==> src/hdl/edrt_pkg.sv <==
`timescale 1ns / 1ps
// ----------------------------------------------------------------------------
// edrt_pkg
// shared constants and types of the deferred release tracker
// ----------------------------------------------------------------------------
package edrt_pkg;
   localparam int TableDepthDefault  = 32;
   localparam int WorkerLimitDefault = 8;
   localparam int GenBitsDefault     = 32;

   localparam logic [1:0] OP_RETIRE = 2'd0;
   localparam logic [1:0] OP_SWEEP  = 2'd1;
   localparam logic [1:0] OP_SETGEN = 2'd2;
   localparam logic [1:0] OP_DRAIN  = 2'd3;

   typedef struct packed {
      logic [1:0]  op;
      logic [31:0] handle;
      logic [7:0]  release_kind;
      logic [2:0]  worker_index;
      logic [31:0] generation;
   } req_type;

   typedef struct packed {
      logic        accepted;
      logic        released_valid;
      logic [31:0] released_handle;
      logic [7:0]  released_kind;
      logic [5:0]  reclaimed_count;
      logic        last;
   } rsp_type;
endpackage

==> src/hdl/edrt_safe_check.sv <==
`timescale 1ns / 1ps
// ----------------------------------------------------------------------------
// edrt_safe_check
// compares one snapshot word per cycle against current generations
// ----------------------------------------------------------------------------
module edrt_safe_check
   import edrt_pkg::*;
#(
   parameter int GEN_BITS = GenBitsDefault
) (
   input  logic                clock,
   input  logic                reset,
   input  logic                start,
   input  logic                snap_valid,
   input  logic                snap_last,
   input  logic [GEN_BITS-1:0] snap_value,
   input  logic [GEN_BITS-1:0] cur_value,
   output logic                done,
   output logic                safe
);
   logic hit_ff, hit_in;
   logic done_ff, done_in;

   always_comb begin
      hit_in  = start ? 1'b0 : hit_ff;
      done_in = 1'b0;
      if (snap_valid) begin
         if (snap_value == cur_value) hit_in = 1'b1;
         done_in = snap_last;
      end
   end

   always_ff @(posedge clock) begin
      if (reset) begin
         hit_ff  <= 1'b0;
         done_ff <= 1'b0;
      end else begin
         hit_ff  <= hit_in;
         done_ff <= done_in;
      end
   end

   assign done = done_ff;
   assign safe = !hit_ff;
endmodule

==> config.mk <==
export PLATFORM = sky130hd
export DESIGN_NAME = edrt_safe_check
export DESIGN_NICKNAME = d
export VERILOG_FILES = /design/src/hdl/edrt_pkg.sv /design/src/hdl/edrt_safe_check.sv
export SDC_FILE = /design/constraint.sdc
export NUM_CORES = 1
export LEC_CHECK = 0
export ABC_AREA = 0
export BUFFER_PORTS_ARGS = -buffer_cell sky130_fd_sc_hd__buf_2
export CAP_MARGIN = 20
export CORE_AREA = 4 4 44 46
export CTS_CLUSTER_SIZE = 8
export DETAILED_ROUTE_END_ITERATION = 6
export DIE_AREA = 0 0 48 50
export MAX_ROUTING_LAYER = met4
export PLACE_DENSITY = 0.79
export SLEW_MARGIN = 30
export SYNTH_ARGS = -nofsm -noshare
export SYNTH_HDL_FRONTEND = slang
export SYNTH_SLANG_ARGS = --single-unit
==> constraint.sdc <==
create_clock -name clock -period 1.9 [get_ports clock]
set_input_delay 0.095 -clock clock [delete_from_list [all_inputs] [get_ports clock]]
set_output_delay 0.095 -clock clock [all_outputs]
set_load 0.02 [all_outputs]
==> run metrics, run 1 <==
largest cells by area after synthesis xnor2_1 (65%), nand4_1 (10%), dfxtp_1 (9.5%), nor4b_2 (3.6%), nand3_1 (2.4%); Skew-Pair Late Insertion Delay between 0.2 and 0.25 ns; DRT iter0 DRCs 0; final slew viol count 0; Hold Crit Class input port to flip-flop; main combinational cell family by area after synthesis XOR/XNOR gates; area leader, netlist xnor2_1; commonest non-fill, non-tap cell in the layout buf_2; Syn Std Cell Area between 400 and 500 um^2; post-cts resize count 0; Worst Setup EP safe; Ant. Diodes 0; H-tree depth 1; vias in the first global route 607; drt pass-1 iters 1; first-pass GRT wire length 2.20 mm; Die Height 50 um; post-route ant nets 0; crit path launch type flip-flop; hold buffers post-CTS 0; Rows 14; boundary pin count 71; Synth cell types 11; simple-gate area share of the yosys netlist 21.1%; area grow syn2layout 93.5%; initial antenna violation count 0; detailed-route DRC error count 0; slew margin rel. 82.3%; gr ovfl total 0; vias 613; nets 193; clock sinks 2; static leakage 0.390 nW; setup slack, reg-to-reg 1.25 ns; CP endpoint kind output pin; routed wire length per instance roughly 11 um; Filler Cell Count 152; Max VDD drop between 0.00015 and 0.0002 V; Period Utilization, post-route 43.5%; Crit Reg-Reg Startpoint hit_ff$_SDFF_PP0_; FF-to-FF path depth 2; number of hold violations in the final report 0; DIE WIDTH 48 um; most frequent cells in the layout buf_2 (70), xnor2_1 (31), nand4_1 (7); Core Box Area 1510 um^2; share of layout cells above drive strength 1 60.7%; worst-margin pin slew ~0.26 ns; dpl hpwl 1.42 mm; crit path max fanout 2; kind of critical path flip-flop to output pin; register area share after synthesis 9.52%; Yosys warnings 0; Num CTS Buffers 3; max_cap viols 0; syn nets 118; Fmax 1.21 GHz; Pwr Density around 350 nW/um^2; CTS tree done; final wirelength approximately 1.5 mm; Util after Layout approximately 54%; Mapped Cells 49; via-per-instance ratio 4.44; Worst Path Arrival about 0.73 ns; CP startpoint hit_ff$_SDFF_PP0_; setup repair after global routing missed its margin false; Critical Path RT 1.80 ns; Post-Place Cells 135; Post-Route Setup TNS 0 ns; final clock skew 0 ns; root buffer cell clkbuf_4; Compound-Gate Fraction of Synth Area 1.79%; Total Power 0.288 mW; Die ar. approximately 2400 um^2; Synth top area share 64.6%; largest net degree at the start of global routing 4; clk slew on worst S/H paths 0.03 ns; Initial Utilization 27.9%; Total GRT Usage 12.9%; reg2reg end hit_ff$_SDFF_PP0_; setup bufs post-CTS 0; XOR/XNOR share of the synthesized area 66.7%; Final setup viols 0; Seq cells post-synth 2; clock buffer depth 2; status completed; adder-cell share of the synthesized area 0%; Period minus WS final 0.827 ns; GP Congestion 0.697; Layout Cells excl Fill 138; mux cell area share after synthesis 0%; syn_area_per_cell around 8.6 um^2; port bufs 70
==> layout make-up <==
type                            instances  area (um^2)  share of cell area, %
Clock buffer                            3         22.5                   2.77
Inverter                                1         3.75                  0.462
Multi-Input combinational cell         46          377                   46.3
Sequential cell                         2         40.0                   4.92
Tap cell                               16         20.0                   2.46
Timing Repair Buffer                   70          350                   43.1
==> how the worst min path moves through the flow <==
stage | from | to | slack (ns) | depth (start not counted)
global route | start | hit_ff$_SDFF_PP0_ | 0.06 | 2
global placement | start | hit_ff$_SDFF_PP0_ | 0.28 | 2
detailed placement | start | hit_ff$_SDFF_PP0_ | 0.29 | 2
floorplan | reset | hit_ff$_SDFF_PP0_ | 0.19 | 1
CTS | start | hit_ff$_SDFF_PP0_ | 0.05 | 2
finish | start | hit_ff$_SDFF_PP0_ | 0.06 | 2
==> kinds of logic (layout without fill, tap and decap cells) <==
logic type      Yosys count  count (layout)
xor+xnor                 32              32
simple gates             13              13
flops                     2               2
compound gates            1               1
buf+inv                   1              74
==> synth_stat cells <==
cell / instances
xnor2_1: 31
nand4_1: 7
dfxtp_1: 2
nand3_1: 2
and3b_1: 1
inv_1: 1
nor3_1: 1
nor4_1: 1
nor4b_2: 1
o31ai_1: 1
xor2_1: 1
==> per-layer routing <==
metal  global-route usage, %  routed length, um  vias to the layer above
li1                        -                  -                      317
met3                    3.64                172                        2
met1                    10.7                437                      258
met5                       -                  0                        -
met2                    25.1                856                       36
met4                    4.04                  6                        0
==> through the flow <==
stage	hold WS [ns]	setup slack, ns	instance area (um^2)
detailed placement	0.288	0.830	791
finish	0.0616	1.07	813
CTS	0.0505	1.06	813
global route	0.0644	0.948	813
floorplan	0.187	1.09	420
global placement	0.283	0.859	791
==> power breakdown <==
part	internal, mW	total (mW)	switching [mW]
sequential	0.0432	0.0433	0.000144
clock	0.0695	0.0924	0.0229
combinational	0.0980	0.152	0.0541
==> worst max-delay path, cell delays in order, from the launching register on <==
cell	delay, ns
dfxtp_1	0.28
inv_1	0.07
buf_2	0.16
==> flip-flops by register name, summed over array words and instances, names as in the netlist <==
signal,count
done,1
hit_ff,1
(Power assumes the default switching activity.)
==> inputs of run 2 (changes only) <==
CORE_AREA = 4 4 45 47   (was 4 4 44 46)
DIE_AREA = 0 0 49 51   (was 0 0 48 50)
PLACE_DENSITY = 0.76   (was 0.79)
clock period = 0.8 ns   (was 1.9 ns; I/O delays follow)
==> run 2 against run 1 <==
Net effect: setup slack worse by 1.0 ns; final area increased by 11%; critical path depth up 1; count of clock-buffer cells in the layout did not move; first-iteration DRC count rose by 1; die area rose by 4.1%; power rose to 2.5 times the previous value; critical path type is now input port to flip-flop; critical endpoint is now hit_ff$_SDFF_PP0_; largest power group unchanged.
==> run metrics, run 2 (same netlist as run 1, synthesis figures left out) <==
status completed (unchanged); Filler Cell Count 164 (was 152); kind of critical path input port to flip-flop (was flip-flop to output pin); routed wire length per instance 11.1 um (was 10.7 um); Post-Route Setup TNS 0 ns (unchanged); Hold Crit Class input port to flip-flop (unchanged); largest net degree at the start of global routing 4 (unchanged); commonest non-fill, non-tap cell in the layout buf_2 (unchanged); Die ar. 2500 um^2 (was 2400 um^2); Die Height 51 um (was 50 um); Total Power 0.728 mW (was 0.288 mW); root buffer cell clkbuf_4 (unchanged); Fmax 1.30 GHz; H-tree depth 1 (unchanged); setup slack, reg-to-reg 0.13 ns (was 1.25 ns); vias in the first global route 660 (was 607); initial antenna violation count 0 (unchanged); worst-margin pin slew 0.214 ns (was 0.263 ns); number of hold violations in the final report 0 (unchanged); final wirelength 1.55 mm (was 1.47 mm); Period minus WS final 0.768 ns; DRT iter0 DRCs 1 (was 0); most frequent cells in the layout buf_2 (65), xnor2_1 (26), nand4_1 (7) (was buf_2 (70), xnor2_1 (31), nand4_1 (7)); boundary pin count 71 (unchanged); Num CTS Buffers 3 (unchanged); slew margin rel. 85.6% (was 82.3%); Critical Path RT 0.94 ns (was 1.80 ns); static leakage 0.435 nW (was 0.390 nW); CP endpoint kind flip-flop (was output pin); crit path launch type input port (was flip-flop); GP Congestion 0.648 (was 0.697); Layout Cells excl Fill 140 (was 138); gr ovfl total 0 (unchanged); first-pass GRT wire length 2.36 mm (was 2.20 mm); Total GRT Usage 12.0% (was 12.9%); Ant. Diodes 0 (unchanged); Initial Utilization 25.5% (was 27.9%); CTS tree done (unchanged); clk slew on worst S/H paths 0.03 ns (about the same); Post-Place Cells 136 (was 135); port bufs 70 (unchanged); Core Box Area 1650 um^2 (was 1510 um^2); detailed-route DRC error count 0 (unchanged); drt pass-1 iters 2 (was 1); Period Utilization, post-route between 90 and 100%; DIE WIDTH 49 um (was 48 um); Worst Path Arrival 0.90 ns (was 0.73 ns); final clock skew 0 ns (unchanged); crit path max fanout 1 (was 2); max_cap viols 0 (unchanged); Final setup viols 0 (unchanged); post-route ant nets 0 (unchanged); via-per-instance ratio 4.39 (was 4.44); area grow syn2layout 114% (was 93.5%); Max VDD drop 0.000382 V (was 0.000165 V); share of layout cells above drive strength 1 65.9% (was 60.7%); Rows 15 (was 14); Pwr Density 810 nW/um^2 (was 354 nW/um^2); clock sinks 2 (unchanged); nets 194 (was 193); clock buffer depth 2 (unchanged); vias 614 (was 613); final slew viol count 0 (unchanged); setup repair after global routing missed its margin true (was false); Skew-Pair Late Insertion Delay 0.22 ns (about the same)
==> run 2: cell count changes in the layout (fill, tap and decap cells not counted), moves of 5 or more <==
cell / previous run / this run
buf_2: 70 / 65
buf_6: 0 / 5
xnor2_1: 31 / 26
xnor2_2: 0 / 5
==> run 2: report_power, final <==
part	switching [mW]	internal [mW]	leakage (nW)
Combinational	0.140	0.264	0.405
Clock	0.0562	0.165	0.0138
Sequential	0.000377	0.103	0.0163
==> run 2: repair_timing <==
action                                  in CTS  in global routing
endpoints found under the setup margin       0                  2
endpoints found under the hold margin        1                  0
gates resized for setup                      0                 13
setup buffers                                0                  0
hold buffers                                 1                  0
==> run 2: layout make-up <==
| cell class | instances | area [um^2] | area share, % |
|---|---|---|---|
| timing repair buffer | 71 | 392 | 43.5 |
| tap | 17 | 21.3 | 2.36 |
| sequential | 2 | 40.0 | 4.45 |
| clock buffer | 3 | 22.5 | 2.50 |
| inverter | 1 | 3.75 | 0.417 |
| multi-input combinational | 46 | 420 | 46.7 |
==> run 2: per-layer routing <==
metal	share of wire (%)	GRT usage (%)	vias to the layer above	wire length [um]
li1	-	-	318	-
met2	61	25.0	39	938
met5	0	-	-	0
met3	13	5.54	0	201
met1	26	8.71	257	408
met4	0	3.59	0	0
==> run 2: worst paths after layout <==
path,start,end,depth (start not counted)
setup / recovery,start,hit_ff$_SDFF_PP0_,3
hold / removal,reset,hit_ff$_SDFF_PP0_,2
setup reg to reg,hit_ff$_SDFF_PP0_,hit_ff$_SDFF_PP0_,2
hold reg to reg,hit_ff$_SDFF_PP0_,hit_ff$_SDFF_PP0_,2
==> run 2: critical path: stages <==
cell           delay (ns)
dlygate4sd3_1        0.54
buf_2                0.12
o31ai_1              0.20
==> run 2: per-stage QoR <==
| stage | instance area, um^2 | worst slack (ns) | hold WS [ns] | utilization, % |
|---|---|---|---|---|
| after detailed placement | 792 | -0.202 | 0.236 | 48.0 |
| after floorplan | 420 | 0.0401 | 0.132 | - |
| after global placement | 792 | -0.145 | 0.235 | 48.0 |
| final | 900 | 0.0317 | 0.0339 | 54.5 |
| after CTS | 825 | 0.00363 | 0.0248 | 49.9 |
| after global routing | 900 | -0.0684 | 0.0454 | 54.5 |
